==> src/sv/fcb_pkg.sv <==
// Package for the four-coil current balance integrator.
// Holds types, register indexes, reset values and widths; no dependencies.
`default_nettype none

package fcb_pkg;

	localparam int Lanes = 4;

	// Configuration register indexes
	typedef enum logic [2:0] {
		REG_TARGET  = 3'd0,
		REG_GAIN    = 3'd1,
		REG_FLOOR   = 3'd2,
		REG_CEILING = 3'd3,
		REG_CAP     = 3'd4,
		REG_ALPHA   = 3'd5,
		REG_SENS    = 3'd6,
		REG_OFFSET  = 3'd7
	} reg_index_t;

	// Reset values
	localparam logic [14:0] TARGET_RST  = 15'd5000;
	localparam logic [15:0] GAIN_RST    = 16'd5033;
	localparam logic [14:0] FLOOR_RST   = 15'd1280;
	localparam logic [14:0] CEILING_RST = 15'd25344;
	localparam logic [14:0] CAP_RST     = 15'd12000;
	localparam logic [15:0] ALPHA_RST   = 16'd1311;
	localparam logic [14:0] DUTY_START  = 15'd17920;
	localparam logic signed [20:0] BACKOFF_STEP = 21'sd1280;

	// Shared multiplier operand widths
	localparam int MulAW = 17;
	localparam int MulBW = 29;
	localparam int MulPW = MulAW + MulBW;

	// Sequencer state and work phase
	typedef enum logic [1:0] {
		ST_IDLE,
		ST_MUL,
		ST_WB,
		ST_OUT
	} seq_state_t;

	typedef enum logic [1:0] {
		PH_EMA,
		PH_CUR,
		PH_INT
	} phase_t;

	// Control from sequencer to datapath
	typedef struct packed {
		logic       idle;
		logic       accept;
		logic       issue;
		logic       wb;
		phase_t     phase;
		logic [1:0] lane;
		logic       out_load;
	} fcb_ctrl_t;

endpackage

`default_nettype wire

==> src/sv/fcb_mul.sv <==
// Shared signed multiplier with registered product.
// Depends on fcb_pkg for operand widths.
`default_nettype none

module fcb_mul (
	input  wire logic                             clk,
	input  wire logic                             en,
	input  wire logic signed [fcb_pkg::MulAW-1:0] a,
	input  wire logic signed [fcb_pkg::MulBW-1:0] b,
	output logic signed [fcb_pkg::MulPW-1:0]      prod_q
);
	import fcb_pkg::*;

	// One product per issue cycle
	always_ff @(posedge clk) begin
		if (en) begin
			prod_q <= a * b;
		end
	end

endmodule

`default_nettype wire

==> src/sv/fcb_seq.sv <==
// Sequencer: walks the filter lanes, then, for a control item, the current and duty steps per coil.
// Depends on fcb_pkg for state, phase and control struct types.
`default_nettype none

module fcb_seq (
	input  wire logic        clk,
	input  wire logic        arst_n,
	input  wire logic        in_valid,
	input  wire logic        action_q,
	input  wire logic        out_busy,
	output fcb_pkg::fcb_ctrl_t ctrl
);
	import fcb_pkg::*;

	seq_state_t state_q, state_d;
	phase_t     phase_q, phase_d;
	logic [1:0] lane_q, lane_d;

	// State registers
	always_ff @(posedge clk or negedge arst_n) begin
		if (!arst_n) begin
			state_q <= ST_IDLE;
			phase_q <= PH_EMA;
			lane_q  <= 2'd0;
		end else begin
			state_q <= state_d;
			phase_q <= phase_d;
			lane_q  <= lane_d;
		end
	end

	// Next state and control
	always_comb begin
		state_d = state_q;
		phase_d = phase_q;
		lane_d  = lane_q;
		ctrl.idle     = 1'b0;
		ctrl.accept   = 1'b0;
		ctrl.issue    = 1'b0;
		ctrl.wb       = 1'b0;
		ctrl.phase    = phase_q;
		ctrl.lane     = lane_q;
		ctrl.out_load = 1'b0;
		case (state_q)
			ST_IDLE: begin
				ctrl.idle = 1'b1;
				if (in_valid) begin
					ctrl.accept = 1'b1;
					state_d = ST_MUL;
					phase_d = PH_EMA;
					lane_d  = 2'd0;
				end
			end
			ST_MUL: begin
				ctrl.issue = 1'b1;
				state_d = ST_WB;
			end
			ST_WB: begin
				ctrl.wb = 1'b1;
				state_d = ST_MUL;
				case (phase_q)
					PH_EMA: begin
						if (lane_q == 2'd3) begin
							lane_d = 2'd0;
							if (action_q) begin
								phase_d = PH_CUR;
							end else begin
								state_d = ST_IDLE;
							end
						end else begin
							lane_d = lane_q + 2'd1;
						end
					end
					PH_CUR: begin
						phase_d = PH_INT;
					end
					PH_INT: begin
						if (lane_q == 2'd3) begin
							state_d = ST_OUT;
						end else begin
							phase_d = PH_CUR;
							lane_d  = lane_q + 2'd1;
						end
					end
					default: begin
						state_d = ST_IDLE;
					end
				endcase
			end
			ST_OUT: begin
				if (!out_busy) begin
					ctrl.out_load = 1'b1;
					state_d = ST_IDLE;
				end
			end
			default: begin
				state_d = ST_IDLE;
			end
		endcase
	end

endmodule

`default_nettype wire

==> src/sv/four_coil_current_balance_integrator.sv <==
// Four-coil current balance integrator: EMA filter per coil, then integral duty control.
// Each item runs its steps in turn on one shared 17x29 multiplier, each an issue state then
// a write-back state: 4 filter steps, then for a control item a current and a duty step per
// coil, then the output load into the output register (held while the last result is still
// untaken), which sets out_valid; a filter-only item gives no result. in_ready is low until
// an item is through; a finished result waits in the output register while the next item runs.
// Reset (arst_n, asynchronous): config to defaults, filter unseeded, duties at 70 percent.
// Depends on fcb_pkg, fcb_seq and fcb_mul.
`default_nettype none

module four_coil_current_balance_integrator (
	input  wire logic        clk,
	input  wire logic        arst_n,
	// Configuration write port
	input  wire logic        cfg_we,
	input  wire logic [2:0]  cfg_index,
	input  wire logic [63:0] cfg_data,
	// Input channel
	input  wire logic        in_valid,
	output logic             in_ready,
	input  wire logic        action,
	input  wire logic [11:0] sample_a,
	input  wire logic [11:0] sample_b,
	input  wire logic [11:0] sample_c,
	input  wire logic [11:0] sample_d,
	// Output channel
	output logic             out_valid,
	input  wire logic        out_ready,
	output logic [14:0]      duty_a,
	output logic [14:0]      duty_b,
	output logic [14:0]      duty_c,
	output logic [14:0]      duty_d,
	output logic signed [15:0] current_a,
	output logic signed [15:0] current_b,
	output logic signed [15:0] current_c,
	output logic signed [15:0] current_d,
	output logic [3:0]       overcurrent_mask
);
	import fcb_pkg::*;

	// Configuration registers
	logic [14:0] target_q, floor_q, ceiling_q, cap_q;
	logic [15:0] gain_q, alpha_q;
	logic [63:0] sens_q, offset_q;

	always_ff @(posedge clk or negedge arst_n) begin
		if (!arst_n) begin
			target_q  <= TARGET_RST;
			gain_q    <= GAIN_RST;
			floor_q   <= FLOOR_RST;
			ceiling_q <= CEILING_RST;
			cap_q     <= CAP_RST;
			alpha_q   <= ALPHA_RST;
			sens_q    <= 64'd0;
			offset_q  <= 64'd0;
		end else if (cfg_we) begin
			case (reg_index_t'(cfg_index))
				REG_TARGET:  target_q  <= cfg_data[14:0];
				REG_GAIN:    gain_q    <= cfg_data[15:0];
				REG_FLOOR:   floor_q   <= cfg_data[14:0];
				REG_CEILING: ceiling_q <= cfg_data[14:0];
				REG_CAP:     cap_q     <= cfg_data[14:0];
				REG_ALPHA:   alpha_q   <= cfg_data[15:0];
				REG_SENS:    sens_q    <= cfg_data;
				REG_OFFSET:  offset_q  <= cfg_data;
				default: ;
			endcase
		end
	end

	// Sequencer
	fcb_ctrl_t ctrl;
	logic      action_q;
	logic      out_busy;

	assign out_busy = out_valid && !out_ready;
	assign in_ready = ctrl.idle;

	fcb_seq u_seq (
		.clk      (clk),
		.arst_n   (arst_n),
		.in_valid (in_valid),
		.action_q (action_q),
		.out_busy (out_busy),
		.ctrl     (ctrl)
	);

	// Latched item
	logic [11:0] samp_q [Lanes];

	always_ff @(posedge clk) begin
		if (ctrl.accept) begin
			action_q  <= action;
			samp_q[0] <= sample_a;
			samp_q[1] <= sample_b;
			samp_q[2] <= sample_c;
			samp_q[3] <= sample_d;
		end
	end

	// Per-coil state
	logic [27:0]        level_q [Lanes];
	logic [14:0]        duty_q  [Lanes];
	logic signed [15:0] cur_q   [Lanes];
	logic [3:0]         over_q;
	logic               seeded_q;
	logic signed [17:0] err_q;

	// Selected lane values
	logic [11:0]        samp_l;
	logic [27:0]        level_l;
	logic [14:0]        duty_l;
	logic [15:0]        sens_l;
	logic signed [15:0] off_l;

	assign samp_l  = samp_q[ctrl.lane];
	assign level_l = level_q[ctrl.lane];
	assign duty_l  = duty_q[ctrl.lane];
	assign sens_l  = sens_q[{ctrl.lane, 4'd0} +: 16];
	assign off_l   = $signed(offset_q[{ctrl.lane, 4'd0} +: 16]);

	// Operand select for the shared multiplier
	logic signed [MulAW-1:0] mul_a;
	logic signed [MulBW-1:0] mul_b;
	logic signed [MulPW-1:0] prod_q;
	logic signed [28:0]      ema_diff;
	logic signed [17:0]      lvl_rel;

	assign ema_diff = $signed({1'b0, samp_l, 16'd0}) - $signed({1'b0, level_l});
	assign lvl_rel  = $signed({2'b00, level_l[27:12]}) - $signed({{2{off_l[15]}}, off_l});

	always_comb begin
		case (ctrl.phase)
			PH_EMA: begin
				mul_a = $signed({1'b0, alpha_q});
				mul_b = ema_diff;
			end
			PH_CUR: begin
				mul_a = $signed({1'b0, sens_l});
				mul_b = MulBW'(lvl_rel);
			end
			PH_INT: begin
				mul_a = $signed({1'b0, gain_q});
				mul_b = MulBW'(err_q);
			end
			default: begin
				mul_a = '0;
				mul_b = '0;
			end
		endcase
	end

	fcb_mul u_mul (
		.clk    (clk),
		.en     (ctrl.issue),
		.a      (mul_a),
		.b      (mul_b),
		.prod_q (prod_q)
	);

	// Write-back arithmetic
	logic signed [29:0] prod_sh16;
	logic signed [33:0] prod_sh12;
	logic signed [29:0] level_new;
	logic signed [15:0] cur_sat;
	logic               over;
	logic signed [20:0] duty_step;
	logic signed [20:0] duty_sum;
	logic [14:0]        duty_new;

	assign prod_sh16 = prod_q[MulPW-1:16];
	assign prod_sh12 = prod_q[MulPW-1:12];
	assign level_new = $signed({2'b00, level_l}) + prod_sh16;

	// Saturate current to 16 bits
	always_comb begin
		if ((&prod_sh12[33:15]) || !(|prod_sh12[33:15])) begin
			cur_sat = prod_sh12[15:0];
		end else if (prod_sh12[33]) begin
			cur_sat = 16'sh8000;
		end else begin
			cur_sat = 16'sh7FFF;
		end
	end

	assign over = cur_sat > $signed({1'b0, cap_q});

	// Duty step and clamp, floor wins when below
	assign duty_step = over_q[ctrl.lane] ? -BACKOFF_STEP : prod_sh16[20:0];
	assign duty_sum  = $signed({6'd0, duty_l}) + duty_step;

	always_comb begin
		if (duty_sum < $signed({6'd0, floor_q})) begin
			duty_new = floor_q;
		end else if (duty_sum > $signed({6'd0, ceiling_q})) begin
			duty_new = ceiling_q;
		end else begin
			duty_new = duty_sum[14:0];
		end
	end

	// Filter and duty state
	always_ff @(posedge clk or negedge arst_n) begin
		if (!arst_n) begin
			seeded_q <= 1'b0;
			for (int i = 0; i < Lanes; i++) begin
				level_q[i] <= 28'd0;
				duty_q[i]  <= DUTY_START;
			end
		end else if (ctrl.wb) begin
			case (ctrl.phase)
				PH_EMA: begin
					if (seeded_q) begin
						level_q[ctrl.lane] <= level_new[27:0];
					end else begin
						level_q[ctrl.lane] <= {samp_l, 16'd0};
					end
					if (ctrl.lane == 2'd3) begin
						seeded_q <= 1'b1;
					end
				end
				PH_INT: begin
					duty_q[ctrl.lane] <= duty_new;
				end
				default: ;
			endcase
		end
	end

	// Current, overcurrent flag and error term
	always_ff @(posedge clk) begin
		if (ctrl.wb && ctrl.phase == PH_CUR) begin
			cur_q[ctrl.lane]  <= cur_sat;
			over_q[ctrl.lane] <= over;
			err_q <= $signed({3'b000, target_q}) - $signed({{2{cur_sat[15]}}, cur_sat});
		end
	end

	// Output register
	logic [14:0]        duty_o_q [Lanes];
	logic signed [15:0] cur_o_q  [Lanes];
	logic [3:0]         mask_o_q;

	always_ff @(posedge clk or negedge arst_n) begin
		if (!arst_n) begin
			out_valid <= 1'b0;
		end else if (ctrl.out_load) begin
			out_valid <= 1'b1;
		end else if (out_ready) begin
			out_valid <= 1'b0;
		end
	end

	always_ff @(posedge clk) begin
		if (ctrl.out_load) begin
			for (int i = 0; i < Lanes; i++) begin
				duty_o_q[i] <= duty_q[i];
				cur_o_q[i]  <= cur_q[i];
			end
			mask_o_q <= over_q;
		end
	end

	assign duty_a    = duty_o_q[0];
	assign duty_b    = duty_o_q[1];
	assign duty_c    = duty_o_q[2];
	assign duty_d    = duty_o_q[3];
	assign current_a = cur_o_q[0];
	assign current_b = cur_o_q[1];
	assign current_c = cur_o_q[2];
	assign current_d = cur_o_q[3];
	assign overcurrent_mask = mask_o_q;

	// Checks
	a_busy_after_transfer: assert property (@(posedge clk) disable iff (!arst_n)
		(in_valid && in_ready) |=> !in_ready)
		else $error("input accepted while item in progress");

	a_load_into_free_slot: assert property (@(posedge clk) disable iff (!arst_n)
		ctrl.out_load |-> (!out_valid || out_ready))
		else $error("result overwrote pending output");

	a_load_needs_action: assert property (@(posedge clk) disable iff (!arst_n)
		ctrl.out_load |-> action_q)
		else $error("result produced for filter-only item");

	a_seeded_after_filter: assert property (@(posedge clk) disable iff (!arst_n)
		(ctrl.wb && ctrl.phase == PH_EMA && ctrl.lane == 2'd3) |=> seeded_q)
		else $error("filter not marked seeded");

endmodule

`default_nettype wire

==> config.mk <==
export PLATFORM = sky130hd
export DESIGN_NAME = four_coil_current_balance_integrator
export DESIGN_NICKNAME = d
export VERILOG_FILES = /design/src/sv/fcb_pkg.sv /design/src/sv/fcb_mul.sv /design/src/sv/fcb_seq.sv /design/src/sv/four_coil_current_balance_integrator.sv
export SDC_FILE = /design/constraint.sdc
export NUM_CORES = 2
export LEC_CHECK = 0
export BUFFER_PORTS_ARGS = -buffer_cell sky130_fd_sc_hd__buf_2
export CORE_ASPECT_RATIO = 0.9
export CORE_MARGIN = 2
export CORE_UTILIZATION = 57
export DETAILED_ROUTE_END_ITERATION = 8
export PLACE_DENSITY = 0.86
export SKIP_LAST_GASP = 1
export SLEW_MARGIN = 20
export SYNTH_ARGS = -nofsm -noshare
export SYNTH_HDL_FRONTEND = slang
export SYNTH_SLANG_ARGS = --single-unit
==> constraint.sdc <==
create_clock -name clk -period 11.7 [get_ports clk]
set_clock_uncertainty 0.2 [all_clocks]
set_input_delay 0.585 -clock clk [delete_from_list [all_inputs] [get_ports clk]]
set_output_delay 0.585 -clock clk [all_outputs]
set_load 0.01 [all_outputs]
# Word level (Yosys, flattened, before mapping)
# Memory sizes are Yosys's and may differ from the RTL's.
# Index checks and enable logic that the tools add are counted.
[classes]
add_sub_neg = 6
n_mul = 1
magnitude_cmp = 7
eq_ne = 20
shift = 2
mux = 57
bitwise_logic = 1
reduce_logical = 28
[ops]
columns = ["op", "count"]
rows = [
  ["112-bit bitwise mux", 2],
  ["64-bit by 7-bit variable part select with 16-bit output", 2],
  ["112-bit two-way mux", 1],
  ["29-bit case mux with 3 select lines", 1],
  ["28-bit two-way mux", 3],
  ["15-bit two-way mux", 5],
  ["60-bit bitwise mux", 1],
  ["28-bit binary-select mux with 2-bit select", 1],
  ["28-bit demux with 2-bit select", 1],
  ["16-bit case mux with 3 select lines", 1],
  ["17-bit by 29-bit multiplier with 46-bit output", 1],
  ["16-bit two-way mux", 2],
  ["15-bit binary-select mux with 2-bit select", 1],
  ["15-bit demux with 2-bit select", 1],
  ["28-bit by 28-bit subtractor with 29-bit output", 1],
  ["28-bit adder", 1],
  ["2-bit two-way mux", 11],
  ["2-bit AND reduction", 11],
  ["16-bit by 21-bit adder with 21-bit output", 1],
  ["21-bit by 16-bit > comparator with 1-bit output", 1],
  ["21-bit by 16-bit less-than comparator with 1-bit output", 1],
  ["21-bit two-way mux", 1],
  ["19-bit AND reduction", 1],
  ["19-bit OR reduction", 1],
  ["34 further kinds", 69],
]
[word_totals]
register_bits = 473
mem_bits_rw = 236
inputBits = 121
output_inout_bits = 130
word_cells = 152
memories = 4
[memory_table]
columns = ["memory", "words", "width", "read_ports", "rd_clocked_by_memory_dff", "wr", "line_no", "rtl"]
rows = [
  ["cur_o_q", 4, 16, 4, 0, 4, "four_coil_current_balance_integrator.sv:241", "logic signed [15:0] cur_o_q [Lanes];"],
  ["cur_q", 4, 16, 4, 0, 1, "four_coil_current_balance_integrator.sv:104", "logic signed [15:0] cur_q [Lanes];"],
  ["duty_o_q", 4, 15, 4, 0, 4, "four_coil_current_balance_integrator.sv:240", "logic [14:0] duty_o_q [Lanes];"],
  ["samp_q", 4, 12, 1, 0, 4, "four_coil_current_balance_integrator.sv:89", "logic [11:0] samp_q [Lanes];"],
]

# Longest topological paths before layout
[depth]
ltp_word = 9
mapped_depth = 43
ltp_nobuf = 37

# Cells and area by module
# A second synthesis with hierarchy kept.
[hier_totals]
cells_unflattened = 4546
hier_area_um2 = 50827.5
[modules_own_cells]
columns = ["mod", "instances", "cells_each", "area_per_inst_um2", "seq_area_each_um2"]
rows = [
  ["four_coil_current_balance_integrator", 1, 2498, 31601.6, 17782.1],
  ["fcb_mul", 1, 2001, 18793.0, 1381.3],
  ["fcb_seq", 1, 47, 432.9, 150.1],
]

# Worst setup path after synthesis
# No wires, ideal clock.
[synth_path]
path_kind = "reg2reg"
start = "reg u_seq.lane_q[0]"
end = "reg u_mul.prod_q[35] (netlist bit) (data pin)"
setup_time_ns = 0.265
t_arrival_ns = 11.411
required_ns = 11.235
setup_slack_ns = -0.176
path_stages_with_launch = 41
n_path_buf = 7
synth_period_minus_slack_ns = 11.876
path_cell_list = "dfrtp_1 > buf_6 > buf_12 > buf_2 > buf_1 > clkbuf_1 > buf_1 > mux4_2 > ha_1 > or4_1 > o211ai_1 > a31oi_1 > o31ai_1 > o21ai_0 > a21oi_1 > xnor2_1 > o21ai_1 > clkbuf_1 > [... 5 more ...] > fa_1 > inv_1 > fa_1 > fa_1 > inv_1 > fa_1 > inv_1 > ha_1 > a21o_1 > a21o_1 > a21o_1 > or3_1 > a211o_1 > nand2_1 > o311ai_0 > a31oi_1 > o21ai_0 > xor2_1"
[synth_via]
elab_chain_len = 7
elab_cells_between_ends = 12
cone_classes = "add/sub: 2; mul: 1; shift: 2; mux: 5; bitwise: 1; memory: 1"
[synth_lines]
columns = ["item", "line_no", "rtl"]
rows = [
  ["from (decl)", "fcb_seq.sv:17", "logic [1:0] lane_q, lane_d;"],
  ["from (signal assigned)", "fcb_seq.sv:28", "lane_q <= lane_d;"],
  ["branches (longest 6 deep; another with 17-bit by 16-bit subtractor with 18-bit output)", "n/a", ""],
  ["17-bit by 29-bit multiplier with 46-bit output (*)", "fcb_mul.sv:17", "prod_q <= a * b;"],
  ["to (signal assigned)", "fcb_mul.sv:17", ""],
  ["to (decl)", "fcb_mul.sv:10", "output logic signed [fcb_pkg::MulPW-1:0] prod_q"],
]
# Mark *: on every way between the ends. The select of a mux whose other input is x is not followed.
# A chain may end at the register's enable or synchronous reset.

# Final worst setup path
[layout_path]
start = "reg u_seq.lane_q[0]"
end = "reg u_mul.prod_q[44] (netlist bit) (data pin)"
# Same word-level chain as after synthesis.

==> metrics.yaml <==
fmax_mhz: 88.5
cts-root-buf: "clkbuf_16"
dp_hpwl_um: 105000
vias_per_cell: 6.18
worstSkewPairLatency_ns: 0.67
cts_tree: "yes"
max_stage_delay_ns: 0.69
min_path_type: "in2reg"
top_layer_used: "met5"
grt_usage_pct: 34.0
drt-pass1-iter-count: 7
coreArea_um2: 84300
drtIter0Drc: 4416
synthCells: 4326
synth_seq_cells: 696
relSlewSlack_pct: 17.1
final_cell_mix: "621 x inv_1, 553 x nand2_1, 449 x fa_1, 354 x dfrtp_1, 296 x edfxtp_1"
wl_um: 146000
crit_type: "reg2reg"
rsz0062_at_grt: "no"
pin_count: 251
place_congestion: 1.03
start_kind: "flop"
arrival_ns: 11.50
grt_pass1_wl_um: 224000
layout_commonest_cell: "inv_1"
die-width_um: 311
drive_above_1_share_pct: 18.3
slowest_stage: "dfrtp_4"
maxCapViolCount: 0
worstMarginPinSlew_ns: 1.24
setup_viol: 0
drt-met1-wl_um: 50800
clk_pin_slew_ns: 0.07
finalCriticalPeriod_ns: 11.29
finalNonFillerCells: 5835
final_nets: 5460
yosys_warnings: 0
synth_edf_count: 296
violations: "hold timing"
hold_ws_ns: -0.00102
fin_area_um2: 54300
status: "finished, violations left"
post-route-period-util_pct: 96.5
ant_nets: 0
cts_sinks: 696
fp-row-count: 101
final-hold-violation-count: 1
placed_cell_area_um2: 51200
wl_per_cell_um: 25.1
cp_max_fo: 15
numCtsBuffers: 69
tns_ns: 0
clock_path_buffers: 3
grt_max_degree: 158
cts_resized: 0
dp_cells: 5621
syn2layout_area_growth_pct: 12.1
syn_nets: 5144
die_y_um: 281
num_vias: 36000
dr_wl_met3_um: 19100
start_util_pct: 57.4
met2WireLength_um: 65200
end_kind: "flop"
grt_overflow: 0
htreeDepth: 3
worst_ep_required_time_ns: 11.91
grt_pass1_vias: 37700
antenna_found_initial: 10
avgSynthCellArea_um2: 11.2
port_buffers: 250
synthesis.area_um2: 48400
ys_types: 91
drc_errors: 0
synth_ff_type: "dfrtp_1"
die_area_um2: 87300
ys_async_sr_fraction_pct: 57.5
crit_top_cell: "fa_1"
finalMaxSlewViolations: 0
ys_seq_area_share_pct: 39.1
[registers in the layout, indices dropped and copies added, names as in the netlist, 2 cells and up]
register and flops:
level_q 112, cur_o_q 64, cur_q 64, offset_q 64, sens_q 64, duty_o_q 60
duty_q 60, samp_q 48, u_mul.prod_q 34, err_q 17, alpha_q 16, gain_q 16
cap_q 15, ceiling_q 15, floor_q 15, target_q 15, over_q 4, overcurrent_mask 4
u_seq.lane_q 2, u_seq.phase_q 2, u_seq.state_q 2
[metal layers]
| metal | vias to the layer above | GRT usage, % |
|---|---|---|
| li1 | 15100 | - |
| met1 | 17700 | 41.4 |
| met5 | - | 0.776 |
| met4 | 8 | 21.3 |
| met2 | 2555 | 52.4 |
| met3 | 690 | 11.6 |
[final cells by class]
type	instances	area (um2)
timing repair buffer	419	2790
fill	6008	30000
clock inverter	30	354
sequential	696	19000
tap	1133	1420
multi-input combinational	2835	26500
clock buffer	96	1890
inverter	621	2330
antenna	5	12.5
[through the flow]
stage	setup slack [ns]	utilization [%]
finish	0.406	64.4
floorplan	0.0655	-
global placement	0.981	60.7
CTS	0.685	64.3
global route	0.0393	64.4
detailed placement	0.783	60.7
[Yosys cell counts (all sizes together) (68+ instances only)]
cell type / number / area [um2]
nand2: 567 / 2150
fa: 449 / 8990
a21oi: 101 / 524
edfxtp: 296 / 8890
dfrtp: 356 / 8910
o21ai: 268 / 1360
ha: 248 / 3100
mux2: 206 / 2320
nor2: 232 / 893
mux4: 88 / 2010
a21o: 68 / 521
inv: 621 / 2330
clkbuf: 146 / 552
xnor2: 83 / 727
[critical path, delay by kind of cell, from the launching register on]
| family | cells | cell delay (ns) |
|---|---|---|
| buffers and inverters | 7 | 1.59 |
| adders and majority gates | 8 | 3.77 |
| muxes | 1 | 0.60 |
| and+or+nand+nor | 4 | 0.79 |
| AOI/OAI and AO/OA | 13 | 3.15 |
| DFF | 1 | 0.69 |
| xor gates and xnor gates | 2 | 0.23 |
[final timing paths]
path,cells after the start,slack (ns),to,start
hold / removal,2,-0.001,offset_q[24],cfg_data[24]
setup / recovery,35,0.41,u_mul.prod_q[44],u_seq.lane_q[0]
min in group asynchronous,2,0.36,offset_q[43],arst_n
max in group asynchronous,4,8.46,level_q[26],arst_n
setup reg to reg,35,0.41,u_mul.prod_q[44],u_seq.lane_q[0]
hold reg to reg,0,0.21,cur_o_q[2][10],cur_q[2][10]
[cell families after synthesis]
kind of cell    synth area share (%)
simple gates                    10.1
buf+inv                         6.27
fa+ha+maj                       25.0
flops                           39.1
compound gates                  8.01
mux                             9.44
xor+xnor                        2.10
[repair_timing]
| item | 4_1_cts | 5_1_grt |
|---|---|---|
| hold buffers | 81 | 0 |
| hold endpoints to repair | 194 | 0 |
| endpoints found under the setup margin | 0 | 1 |
| buffers inserted | 0 | 1 |
Power is not shown: default switching activity piles up to over one toggle a cycle in this logic, so the estimate is an artifact.
